==> config.mk <==
export PLATFORM = sky130hd
export DESIGN_NAME = spi_frame_byte_parser_core_flat
export DESIGN_NICKNAME = d
export VERILOG_FILES = /design/src/rtl/sfbp_pkg.sv /design/src/rtl/sfbp_if.sv /design/src/rtl/sfbp_ctrl.sv /design/src/rtl/sfbp_datapath.sv /design/src/rtl/spi_frame_byte_parser_core.sv /design/src/flat_wrapper.sv
export VERILOG_INCLUDE_DIRS = /design/src /design/src/rtl
export SDC_FILE = /design/constraint.sdc
export NUM_CORES = 1
export LEC_CHECK = 0
export BUFFER_PORTS_ARGS = -buffer_cell sky130_fd_sc_hd__buf_2
export CAP_MARGIN = 20
export CORE_ASPECT_RATIO = 0.75
export CORE_UTILIZATION = 65
export DETAILED_ROUTE_END_ITERATION = 6
export GPL_TIMING_DRIVEN = 0
export PLACE_DENSITY = 0.86
export SLEW_MARGIN = 20
export SYNTH_ARGS = -nofsm -noshare
export SYNTH_HDL_FRONTEND = slang
export SYNTH_SLANG_ARGS = --single-unit
==> constraint.sdc <==
create_clock -name clk -period 9.4 [get_ports clk]
set_clock_uncertainty 0.15 [all_clocks]
set_input_delay 1.41 -clock clk [delete_from_list [all_inputs] [get_ports clk]]
set_output_delay 1.41 -clock clk [all_outputs]
set_load 0.1 [all_outputs]
==> src/rtl/spi_frame_byte_parser_core_defines.svh <==
// Assertion macros for the SPI frame byte parser.
// Depends on nothing; the using module must have clk and rst in scope.
`ifndef SPI_FRAME_BYTE_PARSER_CORE_DEFINES_SVH
`define SPI_FRAME_BYTE_PARSER_CORE_DEFINES_SVH

`ifndef ASSERT_OFF
// checked outside reset
`define SFBP_ASSERT(lbl, prop, msg) \
  lbl: assert property (@(posedge clk) disable iff (rst) prop) else $error(msg);
// checked on every edge, reset included
`define SFBP_ASSERT_ALWAYS(lbl, prop, msg) \
  lbl: assert property (@(posedge clk) prop) else $error(msg);
`else
`define SFBP_ASSERT(lbl, prop, msg)
`define SFBP_ASSERT_ALWAYS(lbl, prop, msg)
`endif

`endif

==> src/rtl/sfbp_pkg.sv <==
// Package for the SPI frame byte parser: sizes, codes, phase enum, control structs.
// No dependencies.
`timescale 1ns / 1ps

package sfbp_pkg;

  localparam int MAX_PAYLOAD = 32;
  localparam int IDX_W       = $clog2(MAX_PAYLOAD);
  localparam int LEN_W       = 6;
  localparam int BYTE_W      = 8;
  localparam int MASK_W      = 64;
  localparam int CFG_IDX_W   = 2;

  // config register indexes
  localparam logic [CFG_IDX_W-1:0] REG_START_MAGIC   = 2'd0;
  localparam logic [CFG_IDX_W-1:0] REG_MAX_LENGTH    = 2'd1;
  localparam logic [CFG_IDX_W-1:0] REG_VALID_ID_MASK = 2'd2;

  typedef enum logic [1:0] {
    ST_GOOD    = 2'd0,
    ST_BAD_LEN = 2'd1,
    ST_BAD_ID  = 2'd2,
    ST_BAD_SUM = 2'd3
  } status_t;

  typedef enum logic [2:0] {
    PH_HUNT = 3'd0,
    PH_LEN  = 3'd1,
    PH_ID   = 3'd2,
    PH_DATA = 3'd3,
    PH_SUM  = 3'd4,
    PH_EMIT = 3'd5
  } phase_t;

  // controller -> datapath
  typedef struct packed {
    logic    start;
    logic    take_len;
    logic    take_id;
    logic    take_data;
    logic    load_err;
    status_t err_code;
    logic    load_single;
    logic    emit_load;
  } dp_cmd_t;

  // datapath -> controller
  typedef struct packed {
    logic is_magic;
    logic len_ok;
    logic id_ok;
    logic data_done;
    logic sum_ok;
    logic len_zero;
    logic emit_last;
    logic out_valid;
    logic out_busy;
  } dp_stat_t;

endpackage

==> src/rtl/sfbp_if.sv <==
// Channel interfaces: received bytes, parser results, config writes.
// Depends on sfbp_pkg.
`timescale 1ns / 1ps

interface sfbp_byte_if;
  import sfbp_pkg::*;
  logic              valid;
  logic              ready;
  logic [BYTE_W-1:0] rx_byte;
  modport source (output valid, output rx_byte, input ready);
  modport sink   (input valid, input rx_byte, output ready);
endinterface

interface sfbp_result_if;
  import sfbp_pkg::*;
  logic              valid;
  logic              ready;
  logic [1:0]        status;
  logic [BYTE_W-1:0] frame_id;
  logic [LEN_W-1:0]  frame_len;
  logic [IDX_W-1:0]  byte_index;
  logic [BYTE_W-1:0] data_byte;
  logic              last;
  modport source (output valid, output status, output frame_id, output frame_len,
                  output byte_index, output data_byte, output last, input ready);
  modport sink   (input valid, input status, input frame_id, input frame_len,
                  input byte_index, input data_byte, input last, output ready);
endinterface

interface sfbp_cfg_if;
  import sfbp_pkg::*;
  logic                 valid;
  logic                 ready;
  logic [CFG_IDX_W-1:0] index;
  logic [MASK_W-1:0]    data;
  modport source (output valid, output index, output data, input ready);
  modport sink   (input valid, input index, input data, output ready);
endinterface

==> src/rtl/sfbp_ctrl.sv <==
// Frame parser controller: phase state machine issuing datapath commands.
// Depends on sfbp_pkg.
`timescale 1ns / 1ps

module sfbp_ctrl
  import sfbp_pkg::*;
(
  input  logic     clk,
  input  logic     rst,
  input  logic     in_valid,
  output logic     in_ready,
  input  dp_stat_t stat,
  output dp_cmd_t  cmd
);

  phase_t phase, phase_next;
  logic   acc;

  // no byte taken while emitting or while a result waits
  assign in_ready = (phase != PH_EMIT) && !stat.out_valid;
  assign acc      = in_valid && in_ready;

  always_ff @(posedge clk) begin
    if (rst) begin
      phase <= PH_HUNT;
    end else begin
      phase <= phase_next;
    end
  end

  always_comb begin
    phase_next = phase;
    case (phase)
      PH_HUNT: begin
        if (acc && stat.is_magic) phase_next = PH_LEN;
      end
      PH_LEN: begin
        if (acc) phase_next = stat.len_ok ? PH_ID : PH_HUNT;
      end
      PH_ID: begin
        if (acc) begin
          if (!stat.id_ok)        phase_next = PH_HUNT;
          else if (stat.len_zero) phase_next = PH_SUM;
          else                    phase_next = PH_DATA;
        end
      end
      PH_DATA: begin
        if (acc && stat.data_done) phase_next = PH_SUM;
      end
      PH_SUM: begin
        if (acc) phase_next = (stat.sum_ok && !stat.len_zero) ? PH_EMIT : PH_HUNT;
      end
      PH_EMIT: begin
        if (!stat.out_busy && stat.emit_last) phase_next = PH_HUNT;
      end
      default: phase_next = PH_HUNT;
    endcase
  end

  always_comb begin
    cmd = '0;
    cmd.err_code = ST_GOOD;
    case (phase)
      PH_HUNT: begin
        cmd.start = acc && stat.is_magic;
      end
      PH_LEN: begin
        cmd.take_len = acc && stat.len_ok;
        cmd.load_err = acc && !stat.len_ok;
        cmd.err_code = ST_BAD_LEN;
      end
      PH_ID: begin
        cmd.take_id  = acc && stat.id_ok;
        cmd.load_err = acc && !stat.id_ok;
        cmd.err_code = ST_BAD_ID;
      end
      PH_DATA: begin
        cmd.take_data = acc;
      end
      PH_SUM: begin
        cmd.load_single = acc && stat.sum_ok && stat.len_zero;
        cmd.load_err    = acc && !stat.sum_ok;
        cmd.err_code    = ST_BAD_SUM;
      end
      PH_EMIT: begin
        cmd.emit_load = !stat.out_busy;
      end
      default: cmd = '0;
    endcase
  end

endmodule

==> src/rtl/sfbp_datapath.sv <==
// Frame parser datapath: config registers, frame fields, checksum, payload
// store and the result register. Depends on sfbp_pkg and sfbp_if.
`timescale 1ns / 1ps

module sfbp_datapath
  import sfbp_pkg::*;
(
  input  logic              clk,
  input  logic              rst,
  input  logic [BYTE_W-1:0] rx_byte,
  input  dp_cmd_t           cmd,
  output dp_stat_t          stat,
  sfbp_cfg_if.sink          cfg,
  sfbp_result_if.source     result
);

  // config
  logic [BYTE_W-1:0] start_magic;
  logic [LEN_W-1:0]  max_length;
  logic [MASK_W-1:0] valid_id_mask;

  // frame state
  logic [LEN_W-1:0]  held_length;
  logic [BYTE_W-1:0] held_id;
  logic [LEN_W-1:0]  received_count;
  logic [BYTE_W-1:0] running_sum;
  logic [IDX_W-1:0]  emit_idx, emit_idx_next;

  logic [BYTE_W-1:0] payload_store [MAX_PAYLOAD];
  logic [BYTE_W-1:0] rd_data;

  logic [LEN_W-1:0]  limit;
  logic [LEN_W-1:0]  count_inc;
  logic [BYTE_W-1:0] sum_neg;

  // result register
  logic              out_valid;
  status_t           out_status;
  logic [BYTE_W-1:0] out_id;
  logic [LEN_W-1:0]  out_len;
  logic [IDX_W-1:0]  out_idx;
  logic [BYTE_W-1:0] out_data;
  logic              out_last;

  assign cfg.ready = 1'b1;

  always_ff @(posedge clk) begin
    if (rst) begin
      start_magic   <= '0;
      max_length    <= LEN_W'(MAX_PAYLOAD);
      valid_id_mask <= '0;
    end else if (cfg.valid) begin
      case (cfg.index)
        REG_START_MAGIC:   start_magic   <= cfg.data[BYTE_W-1:0];
        REG_MAX_LENGTH:    max_length    <= cfg.data[LEN_W-1:0];
        REG_VALID_ID_MASK: valid_id_mask <= cfg.data;
        default: ;
      endcase
    end
  end

  assign limit     = (max_length > LEN_W'(MAX_PAYLOAD)) ? LEN_W'(MAX_PAYLOAD) : max_length;
  assign count_inc = received_count + LEN_W'(1);
  assign sum_neg   = BYTE_W'(0) - running_sum;

  assign stat.is_magic  = (rx_byte == start_magic);
  assign stat.len_ok    = (rx_byte <= {{(BYTE_W-LEN_W){1'b0}}, limit});
  assign stat.id_ok     = (rx_byte < BYTE_W'(MASK_W)) && valid_id_mask[rx_byte[LEN_W-1:0]];
  assign stat.data_done = (count_inc >= held_length);
  assign stat.sum_ok    = (sum_neg == rx_byte);
  assign stat.len_zero  = (held_length == '0);
  assign stat.emit_last = ((LEN_W'(emit_idx) + LEN_W'(1)) == held_length);
  assign stat.out_valid = out_valid;
  assign stat.out_busy  = out_valid && !result.ready;

  always_ff @(posedge clk) begin
    if (rst) begin
      held_length    <= '0;
      held_id        <= '0;
      received_count <= '0;
      running_sum    <= '0;
      emit_idx       <= '0;
    end else begin
      emit_idx <= emit_idx_next;
      if (cmd.start) begin
        running_sum    <= '0;
        received_count <= '0;
      end
      if (cmd.take_len) begin
        held_length <= rx_byte[LEN_W-1:0];
        running_sum <= rx_byte;
      end
      if (cmd.take_id) begin
        held_id        <= rx_byte;
        running_sum    <= running_sum + rx_byte;
        received_count <= '0;
      end
      if (cmd.take_data) begin
        running_sum    <= running_sum + rx_byte;
        received_count <= count_inc;
      end
    end
  end

  always_comb begin
    emit_idx_next = emit_idx;
    if (cmd.take_id)        emit_idx_next = '0;
    else if (cmd.emit_load) emit_idx_next = emit_idx + IDX_W'(1);
  end

  // read address runs one step ahead so rd_data always matches emit_idx
  always_ff @(posedge clk) begin
    if (cmd.take_data) begin
      payload_store[received_count[IDX_W-1:0]] <= rx_byte;
    end
    rd_data <= payload_store[emit_idx_next];
  end

  always_ff @(posedge clk) begin
    if (rst) begin
      out_valid <= 1'b0;
    end else if (cmd.load_err || cmd.load_single || cmd.emit_load) begin
      out_valid <= 1'b1;
    end else if (result.ready) begin
      out_valid <= 1'b0;
    end
  end

  always_ff @(posedge clk) begin
    if (cmd.load_err) begin
      out_status <= cmd.err_code;
      out_id     <= rx_byte;
      out_len    <= '0;
      out_idx    <= '0;
      out_data   <= '0;
      out_last   <= 1'b1;
    end else if (cmd.load_single) begin
      out_status <= ST_GOOD;
      out_id     <= held_id;
      out_len    <= '0;
      out_idx    <= '0;
      out_data   <= '0;
      out_last   <= 1'b1;
    end else if (cmd.emit_load) begin
      out_status <= ST_GOOD;
      out_id     <= held_id;
      out_len    <= held_length;
      out_idx    <= emit_idx;
      out_data   <= rd_data;
      out_last   <= stat.emit_last;
    end
  end

  assign result.valid      = out_valid;
  assign result.status     = out_status;
  assign result.frame_id   = out_id;
  assign result.frame_len  = out_len;
  assign result.byte_index = out_idx;
  assign result.data_byte  = out_data;
  assign result.last       = out_last;

endmodule

==> src/rtl/spi_frame_byte_parser_core.sv <==
// SPI frame byte parser: hunts for a start byte, checks length, ID and
// checksum, emits one result per payload byte (one for an empty or rejected frame). Throughput:
// one byte per cycle while no result waits; a good N-byte frame then emits N results, one per
// cycle while the sink is ready, with input stalled. Error and empty-frame results are valid
// the cycle after their byte, a non-empty frame's first result once the emit phase loads it.
// Reset: synchronous, clears phase, config registers and result valid.
`timescale 1ns / 1ps
`include "spi_frame_byte_parser_core_defines.svh"

module spi_frame_byte_parser_core
  import sfbp_pkg::*;
(
  input  logic          clk,
  input  logic          rst,
  sfbp_byte_if.sink     byte_in,
  sfbp_result_if.source result,
  sfbp_cfg_if.sink      cfg
);

  // Structure:
  //   sfbp_ctrl     - phase machine (hunt, length, id, payload, checksum, emit)
  //   sfbp_datapath - config regs, held length/id, running checksum,
  //                   32-byte payload store, single result register
  // The store is read one entry per cycle during emit through a registered
  // read port whose address tracks the next emit index, so emission runs at
  // one result per cycle whenever the sink is ready.
  // A byte that could make a result is only taken when the result register
  // is empty; the store needs no clearing since every read entry was written
  // by the same frame.

  dp_cmd_t  cmd;
  dp_stat_t stat;

  sfbp_ctrl u_ctrl (
    .clk      (clk),
    .rst      (rst),
    .in_valid (byte_in.valid),
    .in_ready (byte_in.ready),
    .stat     (stat),
    .cmd      (cmd)
  );

  sfbp_datapath u_datapath (
    .clk     (clk),
    .rst     (rst),
    .rx_byte (byte_in.rx_byte),
    .cmd     (cmd),
    .stat    (stat),
    .cfg     (cfg),
    .result  (result)
  );

  // a byte is never taken while a result sits in the output register
  `SFBP_ASSERT(a_no_take_while_pending, !(byte_in.ready && result.valid), "byte taken with result pending")

  // error results are single and carry no length
  `SFBP_ASSERT(a_err_single, (result.valid && result.status != ST_GOOD) |-> (result.last && result.frame_len == '0), "error result malformed")

  // final byte of a non-empty frame sits at index length minus one
  `SFBP_ASSERT(a_last_index, (result.valid && result.status == ST_GOOD && result.last && result.frame_len != '0) |-> ((LEN_W'(result.byte_index) + LEN_W'(1)) == result.frame_len), "last index mismatch")

  // a new result only appears after a taken byte or while a frame emits
  `SFBP_ASSERT(a_result_cause, ($rose(result.valid) && !$past(byte_in.ready)) |-> (result.status == ST_GOOD && result.frame_len != '0), "result without cause")

endmodule
==> src/flat_wrapper.sv <==
// flat-port wrapper written by rule: the top's interface ports become plain ports
module spi_frame_byte_parser_core_flat import sfbp_pkg::*;
  (clk, rst, byte_in_valid, byte_in_rx_byte, byte_in_ready, result_valid, result_status, result_frame_id, result_frame_len, result_byte_index, result_data_byte, result_last, result_ready, cfg_valid, cfg_index, cfg_data, cfg_ready);
  sfbp_byte_if byte_in_i ();
  sfbp_result_if result_i ();
  sfbp_cfg_if cfg_i ();
  input  logic clk;
  input  logic rst;
  input wire logic [$bits(byte_in_i.valid)-1:0] byte_in_valid;
  input wire logic [$bits(byte_in_i.rx_byte)-1:0] byte_in_rx_byte;
  output wire logic [$bits(byte_in_i.ready)-1:0] byte_in_ready;
  output wire logic [$bits(result_i.valid)-1:0] result_valid;
  output wire logic [$bits(result_i.status)-1:0] result_status;
  output wire logic [$bits(result_i.frame_id)-1:0] result_frame_id;
  output wire logic [$bits(result_i.frame_len)-1:0] result_frame_len;
  output wire logic [$bits(result_i.byte_index)-1:0] result_byte_index;
  output wire logic [$bits(result_i.data_byte)-1:0] result_data_byte;
  output wire logic [$bits(result_i.last)-1:0] result_last;
  input wire logic [$bits(result_i.ready)-1:0] result_ready;
  input wire logic [$bits(cfg_i.valid)-1:0] cfg_valid;
  input wire logic [$bits(cfg_i.index)-1:0] cfg_index;
  input wire logic [$bits(cfg_i.data)-1:0] cfg_data;
  output wire logic [$bits(cfg_i.ready)-1:0] cfg_ready;
  assign byte_in_i.valid = byte_in_valid;
  assign byte_in_i.rx_byte = byte_in_rx_byte;
  assign byte_in_ready = byte_in_i.ready;
  assign result_valid = result_i.valid;
  assign result_status = result_i.status;
  assign result_frame_id = result_i.frame_id;
  assign result_frame_len = result_i.frame_len;
  assign result_byte_index = result_i.byte_index;
  assign result_data_byte = result_i.data_byte;
  assign result_last = result_i.last;
  assign result_i.ready = result_ready;
  assign cfg_i.valid = cfg_valid;
  assign cfg_i.index = cfg_index;
  assign cfg_i.data = cfg_data;
  assign cfg_ready = cfg_i.ready;
  spi_frame_byte_parser_core u_core (.clk(clk), .rst(rst), .byte_in(byte_in_i), .result(result_i), .cfg(cfg_i));
endmodule
==> run summary, run 1 <==
outcome: complete, no violations
RSZ-0062 raised after global routing: false
Critical Path RT: 9.66 ns
synthesized flop and latch total: 409
sum of buffers and inverters on the critical path: 5
Final WS setup: 4.06 ns
Peak Freq: 187 MHz
drt drc: 0
via count: 15000
register area share after synthesis: 59.7%
cells along the critical path: buf_2 -> buf_2 -> buf_2 -> inv_1 -> mux2i_1 -> a221oi_2 -> nand3_1 -> nand2_1 -> nor2_1 -> clkbuf_1 -> nand3_1 -> a32oi_1
R2R Setup Slk: 5.08 ns
CTS Buf Count: 39
Die X: 195 µm
worst min path class: flop to flop
Non-Filler Cell Area, Final: 20400 µm²
Critical Path Max Stage Delay: 0.63 ns
Syn Inst Count: 1613
post-DP HPWL: 36.5 mm
Num Clock Sinks: 409
first-pass GRT wire length: 80.4 mm
Die Height: 147 µm
Min-Delay Startpoint: u_core.u_datapath.rd_data[4]
# nets final: 1869
most used cell, CP: buf_2
most frequent cells in the layout: nand2_1, edfxtp_1, dfxtp_1, buf_2, a21oi_1
Fin. Hold Viols: 0
Max Transition Viols Final: 0
share of cells above drive strength 1: 13.3%
worst path arrival time: 5.60 ns
Ports: 112
MaxCap Viol Count: 0
CTS tree: built
initial antenna violation count: 1
pre-CTS setup slack: 3.68 ns
Leak: 6.95 nW
r2r startpoint: u_core.u_ctrl.phase[2]
vias in the first global route: 14000
Hold Path Stages: 2
Clock Latency Late Sink: 0.54 ns
Worst-Margin Slew: 0.981 ns
floorplan row count: 52
GRT Resource Usage Total: 37.2%
total power: 3.71 mW
Mapped Avg Cell Area: 11.3 µm²
drt via density: 6.98
Tmin final: 5.34 ns
Core Area: 27300 µm²
P&R area growth vs syn: 12.3%
Startpoint Class: primary input
RR Endpoint: u_core.u_datapath.rd_data[5]
Peak VDD IR: 180 µV
library cells used by synthesis: 79
Top FF cell, synth: edfxtp_1
initial core utilization: 66.7%
Post-Syn Area: 18200 µm²
Total Neg Setup Slack: 0 ns
commonest non-fill, non-tap cell in the layout: nand2_1
crit share post-route: 56.8%
post-CTS setup buffer count: 0
final wirelength: 53.4 mm
Initial DRC Count: 2360
Critical Path End Type: flop
Final ANT Viol Nets: 0
CP delay by family, top: buffers and inverters
Setup violations, final: 0
CP max FO: 34
# H-tree levels: 2
# hold bufs at CTS: 0
R2R cell count: 10
I/O Buffers: 110
wire length per cell: 24.9 µm
clock buffer depth: 3
pwr dens: 182 nW/µm²
Slew headroom: 34.4%
dpl cell area: 19200 µm²
CTS resizes: 0
Crit Path Class: primary input to flop
gpl congestion: 0.968
drt pass-1 iters: 6
Async SR Flop Fraction: 0%
Reg clk slew, reported paths: 0.07 ns
slowest cell on the critical path: buf_2
Root Buffer: clkbuf_16
fin cells: 2146
Synthesis Warnings: 0
Congestion Overflow GR: 0
Post-Syn Nets: 1718
Post-synth EDFFs: 266
largest net degree at the start of global routing: 40
Die ar.: 28700 µm²
Worst Hold Path EP: u_core.u_datapath.result.data_byte[4]
Placed Cells: 2074
## power breakdown
part | total, mW | switching, mW | internal [mW] | leakage [nW]
registers | 1.94 | 0.0101 | 1.93 | 3.55
clock network | 1.55 | 0.680 | 0.867 | 0.606
logic | 0.228 | 0.162 | 0.0659 | 2.79
total | 3.71 | 0.852 | 2.86 | 6.95
## kinds of logic after synthesis
logic type	after synthesis	share of synthesized area, %
multiplexers	70	4.87
XOR/XNOR	43	2.07
AND/OR/NAND/NOR	518	12.7
AO/OA/AOI/OAI	404	15.4
flip-flops	409	59.7
adder cells (fa/ha/maj)	27	1.88
buffers and inverters	141	3.39
other	1	0.0206
## sequential cells by signal, indices dropped and copies added, names as in the netlist, 2 cells and up
| signal | flops |
|---|---|
| u_core.u_datapath.rd_data | 8 |
| u_core.u_datapath.max_length | 6 |
| u_core.u_datapath.payload_store | 256 |
| u_core.u_datapath.held_length | 6 |
| u_core.u_datapath.start_magic | 8 |
| u_core.u_datapath.held_id | 8 |
| u_core.u_datapath.result.byte_index | 5 |
| u_core.u_datapath.received_count | 6 |
| u_core.u_datapath.result.frame_id | 8 |
| u_core.u_datapath.result.status | 2 |
| u_core.u_datapath.result.data_byte | 8 |
| u_core.u_datapath.emit_idx | 5 |
| u_core.u_datapath.result.frame_len | 6 |
| u_core.u_datapath.valid_id_mask | 64 |
| u_core.u_ctrl.phase | 3 |
| u_core.u_datapath.running_sum | 8 |
## Yosys cell counts, types with 4 or more instances
cell type	n	area share, %
a2111oi_0	12	0.58
a211oi_1	24	0.99
a21o_1	7	0.29
a21oi_1	132	3.6
a221o_1	14	0.77
a221oi_1	57	2.7
a22oi_1	11	0.45
a31o_2	6	0.29
a31oi_1	39	1.3
a41oi_1	7	0.34
and2_1	6	0.21
and3_1	17	0.58
buf_1	18	0.37
buf_2	24	0.66
buf_6	4	0.25
clkbuf_1	70	1.4
dfxtp_1	143	16
edfxtp_1	266	44
ha_1	25	1.7
inv_1	20	0.41
mux2_2	8	0.50
mux2i_1	48	2.6
mux4_2	14	1.7
nand2_1	271	5.6
nand3_1	19	0.52
nand3b_1	7	0.29
nand4_1	7	0.24
nor2_1	100	2.1
nor2b_1	20	0.69
nor3_1	36	0.99
nor4_1	7	0.24
o21ai_0	29	0.80
o221ai_1	16	0.77
o22ai_1	5	0.17
o31ai_1	7	0.29
o32ai_1	7	0.34
or3_1	4	0.14
xnor2_1	31	1.5
xor2_1	12	0.58
## worst max path at each step
stage                            start                                    to  slack [ns]  depth (start not counted)
floorplan           byte_in_rx_byte[0]  u_core.u_datapath.result.frame_id[0]        5.37                         11
global placement    byte_in_rx_byte[0]          u_core.u_datapath.rd_data[5]        3.79                         12
detailed placement  byte_in_rx_byte[0]  u_core.u_datapath.result.frame_id[5]        3.68                         12
CTS                 byte_in_rx_byte[0]  u_core.u_datapath.result.frame_id[7]        4.22                         12
global route        byte_in_rx_byte[0]          u_core.u_datapath.rd_data[5]        3.99                         12
finish              byte_in_rx_byte[0]          u_core.u_datapath.rd_data[5]        4.06                         12
## final cells by class
| class | instances | area, µm² |
|---|---|---|
| Inverter | 21 | 78.8 |
| Tap cell | 351 | 439 |
| Fill cell | 1762 | 6840 |
| Clock inverter | 12 | 103 |
| Timing Repair Buffer | 110 | 551 |
| Antenna cell | 1 | 2.50 |
| Multi-Input combinational cell | 1063 | 6720 |
| Buffer | 120 | 538 |
| Clock buffer | 59 | 1130 |
| Sequential cell | 409 | 10900 |
## metrics by stage
step,utilization [%],hold WS [ns]
6_report,74.9,0.291
5_1_grt,74.9,0.307
4_1_cts,74.9,0.291
3_5_place_dp,70.4,0.284
3_3_place_gp,70.4,0.277
2_1_floorplan,-,0.265
## routing by layer
layer	share of wire [%]	global-route usage [%]	vias to the layer above	wire length, µm
li1	-	-	6365	-
met1	37	54.9	7087	20000
met2	42	52.3	1346	22500
met3	17	11.4	172	9140
met4	3.3	11.9	2	1760
met5	0.12	1.68	-	63
## worst min-delay path: stages, from the launching register on
cell	delay, ns
dfxtp_1	0.30
nand2_1	0.05
a21oi_1	0.05
(Power assumes the default switching activity.)
==> inputs of run 2 (changes only) <==
Settings changed: ABC_AREA set to 1, CORE_UTILIZATION 65 to 61, PLACE_DENSITY 0.86 to 0.82.
Clock period 9.4 ns to 5.2 ns, I/O delays scaled along.
==> run summary, run 2 <==
Mapped Avg Cell Area: 9.38 µm²
most frequent cells in the layout: nand2_1, nand3_1, edfxtp_1, inv_1, buf_2
fin cells: 2544
Hold WS: 0.299 ns
drt via density: 6.03
post-CTS setup buffer count: 0
CTS Buf Count: 40
CTS tree: built
Initial DRC Count: 1975
clock buffer depth: 3
Critical Path Max Stage Delay: 0.75 ns
Worst Hold Path EP: u_core.u_datapath.valid_id_mask[57]
Congestion Overflow GR: 0
Ports: 112
crit share post-route: 87.0%
Peak Freq: 221 MHz
drt drc: 0
Max Transition Viols Final: 0
library cells used by synthesis: 39
pwr dens: 325 nW/µm²
area leader, netlist: edfxtp_1
Synthesis Warnings: 0
final wirelength: 53.0 mm
cells along the critical path: buf_2 -> clkinv_1 -> nand3_1 -> nand2_1 -> nand2_1 -> nand3_1 -> nand3_1 -> nand2_2 -> nand3_2 -> buf_6 -> nand2_2 -> inv_2 -> buf_2 -> nand3_1 -> nand3_1 -> nand2_1 -> nand2_1 -> nand2_1
commonest non-fill, non-tap cell in the layout: nand2_1
pre-CTS setup slack: 0.342 ns
synthesized flop and latch total: 409
register area share after synthesis: 58.7%
outcome: complete, no violations
Critical Path End Type: flop
RSZ-0062 raised after global routing: false
most common library cells after synthesis: nand2_1, nand3_1, edfxtp_1
drt pass-1 iters: 6
Core Util, Final: 70.7%
# fillers: 2154
Crit Path Class: primary input to flop
dpl cell area: 19500 µm²
worst min path class: flop to flop
Reg clk slew, reported paths: 0.06 ns
# nets final: 2227
RR Endpoint: u_core.u_datapath.result.frame_id[2]
via count: 15300
Num Clock Sinks: 409
initial antenna violation count: 0
Fin. Hold Viols: 0
post-DP HPWL: 35.7 mm
Clock Latency Late Sink: 0.54 ns
r2r startpoint: u_core.u_datapath.max_length[5]
largest net degree at the start of global routing: 41
Worst-Margin Slew: 1.07 ns
initial core utilization: 62.8%
Slew headroom: 28.6%
first-pass GRT wire length: 81.3 mm
I/O Buffers: 109
GRT Resource Usage Total: 34.3%
Antenna diodes: 0
Syn Inst Count: 1971
Die ar.: 31000 µm²
Startpoint Class: primary input
top-area cell type share of the netlist area: 43.2%
count leader, synth: nand2_1
total power: 6.77 mW
gpl congestion: 1.02
Die X: 203 µm
Critical Path RT: 5.48 ns
R2R Setup Slk: 1.66 ns
synth top area cells: edfxtp_1, dfxtp_1, nand3_1
slowest cell on the critical path: buf_2
CP max FO: 38
max reg flops: 256
Async SR Flop Fraction: 0%
Die Height: 153 µm
vias in the first global route: 14300
Setup violations, final: 0
Hold Path Stages: 2
Peak VDD IR: 218 µV
Tmin final: 4.52 ns
Non-Filler Cell Area, Final: 20800 µm²
Core Area: 29500 µm²
Root Buffer: clkbuf_16
# H-tree levels: 2
CTS resizes: 0
MaxCap Viol Count: 0
# hold bufs at CTS: 0
Post-Syn Nets: 2076
Final WS setup: 0.676 ns
Post-synth EDFFs: 266
wire length per cell: 20.8 µm
Post-Syn Area: 18500 µm²
share of cells above drive strength 1: 14.0%
P&R area growth vs syn: 12.6%
worst path arrival time: 4.80 ns
Top FF cell, synth: edfxtp_1
Final ANT Viol Nets: 0
Total Neg Setup Slack: 0 ns
Min-Delay Startpoint: u_core.u_datapath.valid_id_mask[57]
Placed Cells: 2472
floorplan row count: 54
R2R cell count: 14
Leak: 8.14 nW
## run 2: logic make-up (layout without fill, tap and decap cells)
family	Yosys count	after routing	share of synthesized area [%]
adders and majority gates	26	26	1.80
AOI/OAI and AO/OA	296	296	9.34
other	1	1	0.0203
buffers and inverters	342	523	7.89
xor gates and xnor gates	28	28	1.33
DFF	409	409	58.7
and+or+nand+nor	869	869	20.9
## run 2: layout make-up
type	count	area [µm²]	share of cell area, %
well taps	392	490	2.36
clock inverters	10	73.8	0.355
plain buffers	113	594	2.85
clock buffers	62	1220	5.87
repair buffers	109	546	2.62
multi-input cells	1220	6180	29.7
flip-flops and latches	409	10900	52.1
inverters	229	865	4.15
## run 2: worst max-delay path, delay by kind of cell
kind                   cells  cell delay (ns)
buffers and inverters      5             2.06
and+or+nand+nor           13             1.90
## run 2: how the worst max path moves through the flow
stage | start | end | slack (ns)
after floorplan | u_core.u_datapath.result.valid | u_core.u_datapath.payload_store[0][0] | 1.17
after global placement | byte_in_rx_byte[2] | u_core.u_datapath.rd_data[2] | 0.47
after detailed placement | byte_in_rx_byte[2] | u_core.u_datapath.rd_data[4] | 0.34
after CTS | byte_in_rx_byte[2] | u_core.u_datapath.rd_data[4] | 0.92
after global routing | byte_in_rx_byte[2] | u_core.u_datapath.rd_data[4] | 0.64
final | byte_in_rx_byte[2] | u_core.u_datapath.rd_data[4] | 0.68
## run 2: layer usage
layer	global-route usage, %	vias up	wire length (µm)
met5	0	-	0
met4	9.60	0	1260
met3	8.00	129	7010
met2	50.2	982	22500
met1	51.2	7236	22200
li1	-	6991	-
## run 2: power by group
group          internal (mW)  switching [mW]
clock network           1.67            1.22
registers               3.49          0.0233
logic                 0.0950           0.268
==> inputs of run 3 (changes only) <==
Settings changed: CORE_UTILIZATION 61 to 65, PLACE_DENSITY 0.82 to 0.86.
Clock period 5.2 ns to 5.8 ns, I/O delays scaled along.
==> run summary, run 3 (synthesis gave the netlist of run 2 again) <==
outcome: complete, no violations
worst path arrival time: 4.90 ns
cells along the critical path: buf_2 -> buf_4 -> inv_2 -> buf_4 -> nand3_1 -> nand3_1 -> nand2_1 -> nand2_1 -> nand3_1 -> nand3_1 -> nand2_2 -> nand3_2 -> nand2_2 -> clkbuf_1 -> nand2_1 -> nand3_1 -> nand3_1 -> nand2_1 -> nand2_1 -> nand2_1
share of cells above drive strength 1: 13.8%
Tmin final: 4.58 ns
worst min path class: flop to flop
total power: 6.00 mW
Reg clk slew, reported paths: 0.07 ns
Die Height: 148 µm
Critical Path Max Stage Delay: 0.68 ns
max reg flops: 256
# nets final: 2226
initial antenna violation count: 1
final wirelength: 53.4 mm
Worst-Margin Slew: 1.08 ns
Die ar.: 29100 µm²
pwr dens: 289 nW/µm²
Peak VDD IR: 225 µV
Startpoint Class: primary input
vias in the first global route: 14400
Ports: 112
I/O Buffers: 109
clock buffer depth: 3
post-CTS setup buffer count: 0
Max Transition Viols Final: 0
met3 wire length: 7.80 mm
Slew headroom: 28.0%
Antenna diodes: 0
largest net degree at the start of global routing: 41
via count: 15700
Congestion Overflow GR: 0
# H-tree levels: 2
drt via density: 6.19
CP max FO: 35
Critical Path RT: 6.13 ns
floorplan row count: 53
crit share post-route: 78.9%
# hold bufs at CTS: 0
Critical Path End Type: flop
CTS tree: built
wl on met1: 21.0 mm
first-pass GRT wire length: 80.8 mm
Core Area: 28000 µm²
post-DP HPWL: 36.2 mm
P&R area growth vs syn: 12.3%
WL met2: 22.6 mm
CTS resizes: 0
gpl congestion: 1.03
commonest non-fill, non-tap cell in the layout: nand2_1
GRT Resource Usage Total: 36.7%
Root Buffer: clkbuf_16
Crit Path Class: primary input to flop
slowest cell on the critical path: buf_2
drt drc: 0
Total Neg Setup Slack: 0 ns
Final ANT Viol Nets: 0
Num Clock Sinks: 409
Leak: 8.10 nW
MaxCap Viol Count: 0
# fillers: 1911
Non-Filler Cell Area, Final: 20800 µm²
most frequent cells in the layout: nand2_1, nand3_1, edfxtp_1, inv_1, buf_2
Peak Freq: 219 MHz
initial core utilization: 66.1%
CTS Buf Count: 39
wire length per cell: 21.0 µm
DR top layer: met5
Fin. Hold Viols: 0
Clock Latency Late Sink: 0.56 ns
drt pass-1 iters: 6
RSZ-0062 raised after global routing: false
Initial DRC Count: 2375
Setup violations, final: 0
dpl cell area: 19500 µm²
Die X: 197 µm
## run 3: changes by cell type in the layout (fill, tap and decap cells not counted), sizes merged
cell / delta
clkinvlp: +1
clkinv: +7
bufinv: +1
inv: +1
clkbuf: -10
## run 3: power by group
part | total [mW] | switching (mW) | internal [mW] | leakage, nW
clock | 2.52 | 1.12 | 1.41 | 0.612
combinational | 0.326 | 0.241 | 0.0853 | 3.94
sequential | 3.15 | 0.0206 | 3.13 | 3.55
## run 3: cell type report
cell class                 instances  area (µm²)  area share (%)
timing repair buffer             109         546            2.63
clock buffer                      52        1080            5.18
clock inverter                    20         170           0.819
buffer                           113         594            2.86
multi-input combinational       1220        6180            29.8
inverter                         229         865            4.16
sequential                       409       10900            52.3
tap                              385         482            2.32
## run 3: final timing paths
path / startpoint / end / slack (ns) / cells after the start
worst min register to register: u_core.u_datapath.valid_id_mask[50] / u_core.u_datapath.valid_id_mask[50] / 0.30 / 2
worst max register to register: u_core.u_datapath.max_length[5] / u_core.u_datapath.result.frame_id[0] / 2.14 / 14
worst min-delay path: u_core.u_datapath.valid_id_mask[50] / u_core.u_datapath.valid_id_mask[50] / 0.30 / 2
worst max-delay path: byte_in_rx_byte[1] / u_core.u_datapath.rd_data[0] / 1.22 / 20
## run 3: metrics by stage
step	utilization, %	setup slack [ns]	hold slack (ns)	cells
5_1_grt	74.2	1.17	0.311	2537
6_report	74.2	1.22	0.297	2537
4_1_cts	74.2	1.51	0.295	2537
2_1_floorplan	-	1.77	0.274	1971
3_3_place_gp	69.7	1.03	0.282	2465
3_5_place_dp	69.7	0.999	0.285	2465
## run 3: metal layers
| layer | global-route usage (%) | vias to the layer above |
|---|---|---|
| li1 | - | 6980 |
| met1 | 52.9 | 7325 |
| met2 | 52.8 | 1209 |
| met3 | 10.5 | 192 |
| met4 | 14.1 | 2 |
| met5 | 0 | - |
## run 3: critical path: cells and delay by family
family,cells,cell delay (ns)
buffers and inverters,5,1.85
and+or+nand+nor,15,2.14
